==> config.mk <==
export PLATFORM = sky130hd
export DESIGN_NAME = local_maxima_count_4_neighbor_flat
export DESIGN_NICKNAME = d
export VERILOG_FILES = /design/src/hdl/lmc4_pkg.sv /design/src/hdl/lmc4_if.sv /design/src/hdl/local_maxima_count_4_neighbor.sv /design/src/flat_wrapper.sv
export SDC_FILE = /design/constraint.sdc
export NUM_CORES = 2
export LEC_CHECK = 0
export BUFFER_PORTS_ARGS = -buffer_cell sky130_fd_sc_hd__buf_2
export CAP_MARGIN = 20
export CORE_MARGIN = 3
export CORE_UTILIZATION = 31
export DETAILED_ROUTE_END_ITERATION = 7
export PLACE_DENSITY = 0.47
export SYNTH_ARGS = -nofsm -noshare
export SYNTH_HDL_FRONTEND = slang
export SYNTH_SLANG_ARGS = --single-unit
==> constraint.sdc <==
create_clock -name clk -period 6.6 [get_ports clk]
set_clock_uncertainty 0.15 [all_clocks]
set_input_delay 0.33 -clock clk [delete_from_list [all_inputs] [get_ports clk]]
set_output_delay 0.33 -clock clk [all_outputs]
set_load 0.05 [all_outputs]
==> src/hdl/lmc4_pkg.sv <==
package lmc4_pkg;

	localparam int MaxColumns = 128;
	localparam int MaxRows    = 128;

	localparam int ColW    = $clog2(MaxColumns);
	localparam int RowW    = $clog2(MaxRows);
	localparam int SizeW   = 8;
	localparam int SampleW = 16;
	localparam int CountW  = 15;
	localparam int CfgIdxW = 2;

	localparam logic [CountW-1:0] CountLimit = {CountW{1'b1}};

	localparam logic [CfgIdxW-1:0] RegRowCount    = CfgIdxW'(0);
	localparam logic [CfgIdxW-1:0] RegColumnCount = CfgIdxW'(1);

	typedef logic signed [SampleW-1:0] sample_t;
	typedef logic [CountW-1:0]         count_t;

	// line buffer entry: value and its beaten flag
	typedef struct packed {
		sample_t value;
		logic    beaten;
	} line_entry_t;

	function automatic logic [ColW:0] clamp_cols(input logic [SizeW-1:0] v);
		logic [ColW:0] r;
		if (v == '0) begin
			r = (ColW+1)'(1);
		end else if (32'(v) > 32'(MaxColumns)) begin
			r = (ColW+1)'(MaxColumns);
		end else begin
			r = (ColW+1)'(v);
		end
		return r;
	endfunction

	function automatic logic [RowW:0] clamp_rows(input logic [SizeW-1:0] v);
		logic [RowW:0] r;
		if (v == '0) begin
			r = (RowW+1)'(1);
		end else if (32'(v) > 32'(MaxRows)) begin
			r = (RowW+1)'(MaxRows);
		end else begin
			r = (RowW+1)'(v);
		end
		return r;
	endfunction

endpackage

==> src/hdl/lmc4_if.sv <==
interface lmc4_sample_if import lmc4_pkg::*; ();
	logic    valid;
	logic    ready;
	sample_t sample;

	modport source (output valid, output sample, input ready);
	modport sink (input valid, input sample, output ready);
endinterface

interface lmc4_count_if import lmc4_pkg::*; ();
	logic   valid;
	logic   ready;
	count_t maxima_count;

	modport source (output valid, output maxima_count, input ready);
	modport sink (input valid, input maxima_count, output ready);
endinterface

==> src/hdl/local_maxima_count_4_neighbor.sv <==
// Counts 4-neighbour local maxima over a matrix of signed Q8.8 samples streamed in raster
// order, one sample word per clock. Frame size comes from row_count (index 0) and
// column_count (index 1); zero acts as 1 and values above 128 act as 128. Writing either
// register abandons the frame in progress. Each sample is registered together with a read
// of the 128-entry line buffer that holds the row above, and is then resolved against
// that entry (the tail register for the last column) and the left register. The frame's
// last sample is registered into stage s1, and when it resolves the count word is loaded
// into the output register. Samples are taken every clock; input ready drops only when a
// frame ends while the previous count word is still waiting at the output.
module local_maxima_count_4_neighbor import lmc4_pkg::*; (
	input  logic               clk,
	input  logic               arst_n,
	lmc4_sample_if.sink        samples,
	lmc4_count_if.source       counts,
	input  logic               cfg_wr_en,
	input  logic [CfgIdxW-1:0] cfg_index,
	input  logic [SizeW-1:0]   cfg_data
);

	logic [SizeW-1:0] rows_q, cols_q;
	logic [RowW:0]    rows_eff;
	logic [ColW:0]    cols_eff;
	logic [RowW-1:0]  row_q;
	logic [ColW-1:0]  col_q;
	logic             cfg_hit, accept, last_row_in, last_col_in;

	logic             s1_valid_q;
	sample_t          sample_s1;
	logic [ColW-1:0]  col_s1;
	logic             top_row_s1, last_row_s1, last_col_s1;
	line_entry_t      above_s1;
	logic             s1_final, s1_go;

	line_entry_t      line_mem [MaxColumns];
	line_entry_t      tail_q;
	sample_t          left_q;
	logic             left_beaten_q;
	count_t           count_q;
	logic             out_valid_q;
	count_t           out_count_q;

	line_entry_t      above;
	logic             beaten, left_beat, b_above, b_left, b_self;
	logic             wr_en;
	logic [ColW-1:0]  wr_addr;
	line_entry_t      wr_data;
	logic [1:0]       bumps;
	logic [CountW:0]  sum;
	count_t           count_next;

	assign rows_eff = clamp_rows(rows_q);
	assign cols_eff = clamp_cols(cols_q);
	assign cfg_hit  = cfg_wr_en && (cfg_index == RegRowCount || cfg_index == RegColumnCount);
	assign accept   = samples.valid && samples.ready;

	assign last_row_in = ({1'b0, row_q} + (RowW+1)'(1)) == rows_eff;
	assign last_col_in = ({1'b0, col_q} + (ColW+1)'(1)) == cols_eff;

	assign s1_final      = last_row_s1 && last_col_s1;
	assign s1_go         = s1_valid_q && (!s1_final || !out_valid_q || counts.ready);
	assign samples.ready = !s1_valid_q || s1_go;

	// last column of the row above lives in the tail register
	always_comb begin
		above     = last_col_s1 ? tail_q : above_s1;
		left_beat = left_beaten_q || (sample_s1 > left_q);
		beaten    = (!top_row_s1 && (above.value > sample_s1)) ||
		            ((col_s1 != '0) && (left_q > sample_s1));
		b_above   = !top_row_s1 && !(above.beaten || (sample_s1 > above.value));
		b_left    = (col_s1 != '0) && last_row_s1 && !left_beat;
		b_self    = s1_final && !beaten;
		bumps     = 2'({1'b0, b_above}) + 2'({1'b0, b_left}) + 2'({1'b0, b_self});
		sum       = {1'b0, count_q} + (CountW+1)'(bumps);
		count_next = (sum > (CountW+1)'(CountLimit)) ? CountLimit : sum[CountW-1:0];
	end

	assign wr_en        = s1_go && (col_s1 != '0) && !last_row_s1;
	assign wr_addr      = col_s1 - ColW'(1);
	assign wr_data      = '{value: left_q, beaten: left_beat};

	// config registers and input position
	always_ff @(posedge clk or negedge arst_n) begin
		if (!arst_n) begin
			rows_q <= SizeW'(1);
			cols_q <= SizeW'(1);
			row_q  <= '0;
			col_q  <= '0;
		end else if (cfg_hit) begin
			if (cfg_index == RegRowCount) begin
				rows_q <= cfg_data;
			end else begin
				cols_q <= cfg_data;
			end
			row_q <= '0;
			col_q <= '0;
		end else if (accept) begin
			if (last_col_in) begin
				col_q <= '0;
				row_q <= last_row_in ? '0 : row_q + RowW'(1);
			end else begin
				col_q <= col_q + ColW'(1);
			end
		end
	end

	always_ff @(posedge clk or negedge arst_n) begin
		if (!arst_n) begin
			s1_valid_q <= 1'b0;
		end else if (samples.ready) begin
			s1_valid_q <= accept;
		end
	end

	always_ff @(posedge clk) begin
		if (accept) begin
			sample_s1   <= samples.sample;
			col_s1      <= col_q;
			top_row_s1  <= (row_q == '0);
			last_row_s1 <= last_row_in;
			last_col_s1 <= last_col_in;
		end
	end

	// line buffer, write forwarded to a read of the same entry
	always_ff @(posedge clk) begin
		if (wr_en) begin
			line_mem[wr_addr] <= wr_data;
		end
		if (accept) begin
			above_s1 <= (wr_en && wr_addr == col_q) ? wr_data : line_mem[col_q];
		end
	end

	always_ff @(posedge clk) begin
		if (s1_go && last_col_s1 && !last_row_s1) begin
			tail_q <= '{value: sample_s1, beaten: beaten};
		end
	end

	always_ff @(posedge clk or negedge arst_n) begin
		if (!arst_n) begin
			left_q        <= '0;
			left_beaten_q <= 1'b0;
			count_q       <= '0;
		end else if (cfg_hit) begin
			left_q        <= '0;
			left_beaten_q <= 1'b0;
			count_q       <= '0;
		end else if (s1_go) begin
			left_q        <= sample_s1;
			left_beaten_q <= beaten;
			count_q       <= s1_final ? '0 : count_next;
		end
	end

	// output word register
	always_ff @(posedge clk or negedge arst_n) begin
		if (!arst_n) begin
			out_valid_q <= 1'b0;
		end else if (s1_go && s1_final) begin
			out_valid_q <= 1'b1;
		end else if (counts.ready) begin
			out_valid_q <= 1'b0;
		end
	end

	always_ff @(posedge clk) begin
		if (s1_go && s1_final) begin
			out_count_q <= count_next;
		end
	end

	assign counts.valid        = out_valid_q;
	assign counts.maxima_count = out_count_q;

	a_final_gives_word: assert property (@(posedge clk) disable iff (!arst_n)
		s1_go && s1_final |=> counts.valid)
		else $error("frame end did not load the count word");

	a_write_in_row: assert property (@(posedge clk) disable iff (!arst_n)
		wr_en |-> ({1'b0, wr_addr} + (ColW+1)'(1)) < cols_eff)
		else $error("line buffer write past the row");

	a_stall_cause: assert property (@(posedge clk) disable iff (!arst_n)
		!samples.ready |-> s1_valid_q && s1_final && counts.valid && !counts.ready)
		else $error("input stalled without a waiting count word");

	a_count_bound: assert property (@(posedge clk) disable iff (!arst_n)
		s1_valid_q && top_row_s1 |-> !b_above)
		else $error("top row sample credited an element above");

endmodule
==> src/flat_wrapper.sv <==
// flat-port wrapper written by rule: the top's interface ports become plain ports
module local_maxima_count_4_neighbor_flat import lmc4_pkg::*;
  (clk, arst_n, cfg_wr_en, cfg_index, cfg_data, samples_valid, samples_sample, samples_ready, counts_valid, counts_maxima_count, counts_ready);
  lmc4_sample_if samples_i ();
  lmc4_count_if counts_i ();
  input  logic clk;
  input  logic arst_n;
  input  logic cfg_wr_en;
  input  logic [CfgIdxW-1:0] cfg_index;
  input  logic [SizeW-1:0] cfg_data;
  input wire logic [$bits(samples_i.valid)-1:0] samples_valid;
  input wire logic [$bits(samples_i.sample)-1:0] samples_sample;
  output wire logic [$bits(samples_i.ready)-1:0] samples_ready;
  output wire logic [$bits(counts_i.valid)-1:0] counts_valid;
  output wire logic [$bits(counts_i.maxima_count)-1:0] counts_maxima_count;
  input wire logic [$bits(counts_i.ready)-1:0] counts_ready;
  assign samples_i.valid = samples_valid;
  assign samples_i.sample = samples_sample;
  assign samples_ready = samples_i.ready;
  assign counts_valid = counts_i.valid;
  assign counts_maxima_count = counts_i.maxima_count;
  assign counts_i.ready = counts_ready;
  local_maxima_count_4_neighbor u_core (.clk(clk), .arst_n(arst_n), .samples(samples_i), .counts(counts_i), .cfg_wr_en(cfg_wr_en), .cfg_index(cfg_index), .cfg_data(cfg_data));
endmodule
After elaboration in Yosys (flattened, before gate mapping)
Memory sizes are Yosys's and may differ from the RTL's. A register that Yosys moved wholly into a read port is not among the register bits.
Index checks and enable logic that the tools add are counted.

operators by class
  add/sub/neg operators = 8
  reduce and logical (&&, ||, !) cells = 42
  magnitude comparators = 7
  equal/unequal tests = 3
  bitwise operators = 1
  mux-type cells = 24

operator list
  operator                                                         number
  greater-than comparator 16 bit                                   4
  two-way mux 15 bit                                               4
  two-way mux 7 bit                                                7
  two-way mux 16 bit                                               2
  two-way mux 8 bit                                                4
  two-way mux 17 bit                                               1
  adder 15 x 2 -> 16 bit                                           1
  adder 7 x 1 -> 8 bit, second input constant                      2
  equality test 8 bit                                              2
  greater-than comparator 16 x 15 -> 1 bit, second input constant  1
  greater-than comparator 8 bit, second input constant             2
  zero test 8 bit                                                  2
  logical AND 1 bit                                                15
  adder 7 x 1 -> 7 bit, second input constant                      2
  zero test 1 bit                                                  8
  nonzero test 2 bit                                               4
  zero test 7 bit                                                  1
  logical OR 1 bit                                                 7
  nonzero test 7 bit                                               1
  subtractor 7 x 1 -> 7 bit, second input constant                 1
  two-way mux 1 bit                                                6
  AND reduction 2 bit                                              3
  adder 1 x 1 -> 2 bit                                             1
  adder 2 x 1 -> 2 bit                                             1
  other kinds (3)                                                  3

storage, ports and cells
  memories kept = 1
  bits in writable memories = 2,176
  logic and storage cells = 103
  register bits after elaboration = 122

memory list
  name             words  width  rd ports  clocked after Yosys merged registers in  wr ports  RTL line                             text
  u_core.line_mem  128    17     1         1                                        1         local_maxima_count_4_neighbor.sv:34  line_entry_t line_mem [MaxColumns];

Logic depth before layout (Yosys ltp)
  word-level depth = 13
  depth in mapped cells = 21

Worst setup path before layout
Ideal clock, no wire load.

  path kind = register -> register
  start point = register u_core.left_q[1]
  end point = register u_core.count_q[14]
  data required time = 6,329 ps
  slack = 670 ps
  path buffers = 0
  arrival = 5,659 ps
  clock period less this slack = 5,930 ps
  stages on the path, launching flop included = 18
  cell sequence = dfrtp_1 -> ha_1 -> nor2b_1 -> o211ai_1 -> a21oi_1 -> o21a_1 -> o211a_1 -> or3_1 -> or2_2 -> fa_1 -> inv_1 -> ha_1 -> inv_1 -> fa_1 -> nor3_1 -> nand3_1 -> mux2_2 -> a22o_1

on the way
  cells in the longest elaborated chain, start to end = 12
  elaborated cells between the ends (all ways) = 17
  classes of those cells = 3 x add/sub; 3 x order compare; 4 x mux; 7 x reduce/logical

ends and longest elaborated chain
  element                                   RTL line                              text
  start: declaration                        local_maxima_count_4_neighbor.sv:36   sample_t left_q;
  start signal: assignment                  local_maxima_count_4_neighbor.sv:150  left_q <= sample_s1;
  greater-than comparator 16 bit (*)        local_maxima_count_4_neighbor.sv:68   ((col_s1 != '0) && (left_q > sample_s1));
  logical AND 1 bit (*)                     local_maxima_count_4_neighbor.sv:68
  logical OR 1 bit (*)                      local_maxima_count_4_neighbor.sv:67   beaten = (!top_row_s1 && (above.value > sample_s1)) ||
  via u_core.beaten                         local_maxima_count_4_neighbor.sv:43   logic beaten, left_beat, b_above, b_left, b_self;
  zero test 1 bit (*)                       local_maxima_count_4_neighbor.sv:71   b_self = s1_final && !beaten;
  logical AND 1 bit (*)                     local_maxima_count_4_neighbor.sv:71
  adder 2 x 1 -> 2 bit (*)                  local_maxima_count_4_neighbor.sv:72   bumps = 2'({1'b0, b_above}) + 2'({1'b0, b_left}) + 2'({1'b0, b_self});
  adder 15 x 2 -> 16 bit (*)                local_maxima_count_4_neighbor.sv:73   sum = {1'b0, count_q} + (CountW+1)'(bumps);
  greater-than comparator 16 x 15 -> 1 bit  local_maxima_count_4_neighbor.sv:74   count_next = (sum > (CountW+1)'(CountLimit)) ? CountLimit : sum[CountW-1:0];
  two-way mux 15 bit (*)                    local_maxima_count_4_neighbor.sv:74
  via u_core.count_next[14]                 local_maxima_count_4_neighbor.sv:49   count_t count_next;
  two-way mux 15 bit (*)                    local_maxima_count_4_neighbor.sv:152  count_q <= s1_final ? '0 : count_next;
  two-way mux 15 bit (*)                    local_maxima_count_4_neighbor.sv:149  end else if (s1_go) begin
  two-way mux 15 bit (*)                    local_maxima_count_4_neighbor.sv:145  end else if (cfg_hit) begin
  end signal: assignment                    local_maxima_count_4_neighbor.sv:152
  end: declaration                          local_maxima_count_4_neighbor.sv:38   count_t count_q;

Mark *: on every way through the listed nets, which the timed path passes. The rest lies on a longest branch. The select of a mux whose other input is x is not followed.
A chain may end at the register's enable or synchronous reset.

Final worst setup path
  start point = register u_core.last_col_s1
  end point = register u_core.count_q[14]

on the way
  cells in the longest elaborated chain, start to end = 13
  elaborated cells between the ends (all ways) = 24
  classes of those cells = 3 x add/sub; 3 x order compare; 5 x mux; 13 x reduce/logical

ends and longest elaborated chain
  element                                   RTL line                              text
  start: declaration                        local_maxima_count_4_neighbor.sv:30   logic top_row_s1, last_row_s1, last_col_s1;
  start signal: assignment                  local_maxima_count_4_neighbor.sv:120  last_col_s1 <= last_col_in;
  two-way mux 17 bit (*)                    local_maxima_count_4_neighbor.sv:65   above = last_col_s1 ? tail_q : above_s1;
  greater-than comparator 16 bit (*)        local_maxima_count_4_neighbor.sv:67
  logical AND 1 bit (*)                     local_maxima_count_4_neighbor.sv:67
  logical OR 1 bit (*)                      local_maxima_count_4_neighbor.sv:67
  via u_core.beaten                         local_maxima_count_4_neighbor.sv:43
  zero test 1 bit (*)                       local_maxima_count_4_neighbor.sv:71
  logical AND 1 bit (*)                     local_maxima_count_4_neighbor.sv:71
  adder 2 x 1 -> 2 bit (*)                  local_maxima_count_4_neighbor.sv:72
  adder 15 x 2 -> 16 bit (*)                local_maxima_count_4_neighbor.sv:73
  greater-than comparator 16 x 15 -> 1 bit  local_maxima_count_4_neighbor.sv:74
  two-way mux 15 bit (*)                    local_maxima_count_4_neighbor.sv:74
  via u_core.count_next[14]                 local_maxima_count_4_neighbor.sv:49
  two-way mux 15 bit (*)                    local_maxima_count_4_neighbor.sv:152
  two-way mux 15 bit (*)                    local_maxima_count_4_neighbor.sv:149
  two-way mux 15 bit (*)                    local_maxima_count_4_neighbor.sv:145

Marks and branches as above.

==> results.md <==
* First-pass GRT wire length at ~380 mm
* Arr. time, crit path at around 6400 ps
* Port-buffer cells at 47
* Total track usage at between 10% and 20%
* Met1 usage at 25.8%
* Internal at roughly 26 mW
* Setup Viol. Count Final at 0
* Core Area at approximately 0.3 mm^2
* Worst-Skew Late Latency at about 920 ps
* Sw Ratio at 30.5%
* RD Place Congestion at 0.818
* Critical path required time at between 7000 and 8000 ps
* IO Pins at between 40 and 50
* Asr flop ratio synth at under 10%
* Met2 track demand over resource at roughly 27%
* Synthesis-to-layout area growth at 15.3%
* Flops & latches, synth at roughly 2,300
* Sequential fraction of the synthesis area at about 76%
* Worst-margin pin slew at ~1100 ps
* Seq pwr share at approximately 45%
* ANT nets after route at 0
* Final core utilization at between 30 and 40%
* Layout Nets at roughly 5,000
* Non-filler cells, final at between 9,000 and 10,000
* Final worst-path cycle share at between 80% and 90%
* Synth warn at 0
* Top FF cell, synth: edfxtp_1
* Clock power share at between 30% and 40%
* CTS tree: built
* Pwr dens at 360 mW/mm^2
* Yosys cell types at between 70 and 80
* Via density at 5.23
* CP endpoint kind: flop
* Dpl hpwl at roughly 160 mm
* Post-layout total power at about 38 mW
* DR WL/cell at about 30 um
* GRT Max-Usage Layer: met2
* H-Tree Depth at 4
* F_max at 174 MHz
* Maximum clock path buffer count at 4
* Clock tree sinks at 2,315
* DIE HEIGHT at between 500 and 600 um
* Crit Path Category: reg -> reg
* Mapped cell area at a little over 0.09 mm^2
* Final hold slack at ~34 ps
* Min-Delay Path Class: in -> async
* Fraction of layout cells with a size suffix above 1 at roughly 23%
* Min Tclk post-route at between 5000 and 6000 ps
* Syn nets at approximately 4,700
* MaxCap Viol Count at 0
* Number of synthesized flops with an enable pin at between 2,000 and 2,500
* Filler Cell Count at 27,100
* Cells after synthesis at approximately 4,600
* Fin. Hold Viols at 0
* Largest net degree at the start of global routing at between 100 and 150
* Chip width at 549 um
* TritonCTS Buffers at 241
* Aggregate global routing overflow at 0
* Combinational share of power at between 20% and 30%
* Worst-path clk slew at 60 ps
* Row count at about 200
* # resized after CTS at 0
* Vias in the first global route at approximately 47,000
* Initial antenna violation count at 8
* Psw at about 12 mW
* DR DRC count at 0
* Status: complete, no violations
* CTS root buffer: clkbuf_16
* Routed Wire Length at 266 mm
* DRT Pass-1 Iters at 5
* Placed cells at 8,551
* Startpoint Class: flop
* Die ar. at 0.301 mm^2
* Slew Limit Fails at 0
* Worst VDD drop at 291 uV
* RSZ-0062 raised after global routing: no
* Final setup TNS at 0 ps
* Static leakage at roughly 33 nW
* Initial Util at 31.2%
* Vias at roughly 47,000
* Post-Syn Area per Cell at just under 20 um^2
* Max-slew headroom at 23.9%
* Drt first-iter violations at 5,100
* CP max FO at 11
* Met3 GRT Util at 2.51%
registers in the layout, indices dropped and copies added, names as in the netlist:
signal and cells:
u_core.last_col_s1 1, u_core.col_s1 7, u_core.line_mem 2176, u_core.tail_q 17, u_core.count_q 15, u_core.left_beaten_q 1
u_core.counts.valid 1, u_core.col_q 7, u_core.above_s1 17, u_core.left_q 16, u_core.top_row_s1 1, u_core.last_row_s1 1
u_core.rows_q 8, u_core.sample_s1 16, u_core.counts.maxima_count 15, u_core.row_q 7, u_core.cols_q 8, u_core.s1_valid_q 1
cells by family (layout without fill, tap and decap cells):
| logic type | after synthesis | count (layout) | share of synthesized area (%) |
|---|---|---|---|
| AND/OR/NAND/NOR | 578 | 578 | 2.89 |
| other | 0 | 9 | 0 |
| AO/OA/AOI/OAI | 623 | 623 | 4.86 |
| flip-flops | 2315 | 2315 | 75.8 |
| XOR/XNOR | 27 | 27 | 0.276 |
| adder cells (fa/ha/maj) | 41 | 41 | 0.579 |
| buffers and inverters | 309 | 801 | 1.70 |
| multiplexers | 744 | 744 | 13.9 |
stage by stage:
stage / cell area [um^2] / setup WS, ps
CTS: 105000 / 817
floorplan: 91300 / 670
finish: 105000 / 841
global route: 105000 / 523
detailed placement: 97300 / 831
global placement: 97300 / 854
cell type report:
type	instances	area, um^2	area share (%)
clock inverters	121	928	0.883
repair buffers	333	2790	2.66
clock buffers	312	6420	6.11
well taps	3900	4880	4.64
multi-input cells	2013	20700	19.7
flip-flops and latches	2315	69300	65.9
diodes	9	22.5	0.0214
inverters	35	138	0.131
synthesized netlist by cell type, types with 10 or more instances:
| cell | instances | share of area, % |
|---|---|---|
| edfxtp_1 | 2251 | 74 |
| mux4_2 | 413 | 10 |
| mux2i_1 | 298 | 3.3 |
| nor2_1 | 206 | 0.85 |
| nand2_1 | 173 | 0.71 |
| a21oi_1 | 137 | 0.75 |
| clkbuf_1 | 133 | 0.55 |
| o221ai_1 | 128 | 1.2 |
| a22oi_1 | 93 | 0.77 |
| dfrtp_1 | 62 | 1.7 |
| buf_2 | 49 | 0.27 |
| o22ai_1 | 49 | 0.34 |
| nor3_1 | 41 | 0.22 |
| o21ai_0 | 41 | 0.22 |
| nand3_1 | 40 | 0.22 |
| ha_1 | 39 | 0.53 |
| inv_1 | 35 | 0.14 |
| buf_4 | 34 | 0.28 |
| mux2_2 | 32 | 0.39 |
| buf_1 | 31 | 0.13 |
| a22o_1 | 30 | 0.29 |
| buf_6 | 26 | 0.32 |
| nor2b_1 | 19 | 0.13 |
| o21ai_1 | 19 | 0.10 |
| nor4_1 | 18 | 0.12 |
| a31oi_1 | 17 | 0.12 |
| xor2_1 | 16 | 0.15 |
| nand2b_1 | 15 | 0.10 |
| a211oi_1 | 13 | 0.11 |
| nand4_1 | 13 | 0.089 |
| o32a_1 | 11 | 0.12 |
| a21o_1 | 10 | 0.082 |
| xnor2_1 | 10 | 0.096 |
worst max-delay path, cell delays in order (launching register included):
cell and delay [ps]:
edfxtp_1 660, buf_4 300, mux2_2 360, ha_1 260, and4_1 180, a21oi_1 150, o21ai_0 160, nor4_1 390
a2111oi_0 120, or3_1 440, or2_2 320, fa_1 420, inv_1 70, ha_1 160, inv_1 60, fa_1 480
nor3_1 330, nand3_1 120, mux2_2 290, a22o_1 190
power by group through the flow:
stage,combinational (mW),clock [mW],sequential (mW)
after floorplan,4.21,0,17.2
after CTS,8.00,13.3,17.0
after detailed placement,7.96,0,17.3
after global placement,7.95,0,17.3
final,7.97,12.9,17.0
after global routing,8.32,13.8,17.0
layer usage:
metal,wire length (um),up-vias
li1,-,19800
met5,27,-
met2,122000,1485
met4,5740,4
met1,122000,25600
met3,15800,329
layout by cell type, fill, tap and decap left out, types with 46 or more instances in the layout:
cell and count:
edfxtp_1 2251, mux4_2 413, mux2i_1 298, clkbuf_16 244, buf_4 220, nand2_1 172, nor2_1 152, a21oi_1 137
o221ai_1 128, a22oi_1 93, clkbuf_1 61, clkinv_1 51, clkinv_2 49, o22ai_1 49, buf_2 47, nor2_2 46
worst paths after layout:
check                                    start                    to  slack, ps  cells after the start
max                         u_core.last_col_s1    u_core.count_q[14]        840                     19
min                                     arst_n     u_core.count_q[8]         30                      3
max reg2reg                 u_core.last_col_s1    u_core.count_q[14]        840                     19
min reg2reg                u_core.sample_s1[8]      u_core.tail_q[9]        330                      0
max in group asynchronous               arst_n       u_core.col_q[3]       5500                      3
min in group clk            samples_sample[12]  u_core.sample_s1[12]         60                      2
repair_timing:
item                                    CTS  global route
hold buffers                             41             0
endpoints found under the setup margin    0             0
buffers inserted                          0             0
endpoints found under the hold margin   127             0
Note: power is estimated with default switching activity, not from simulation.
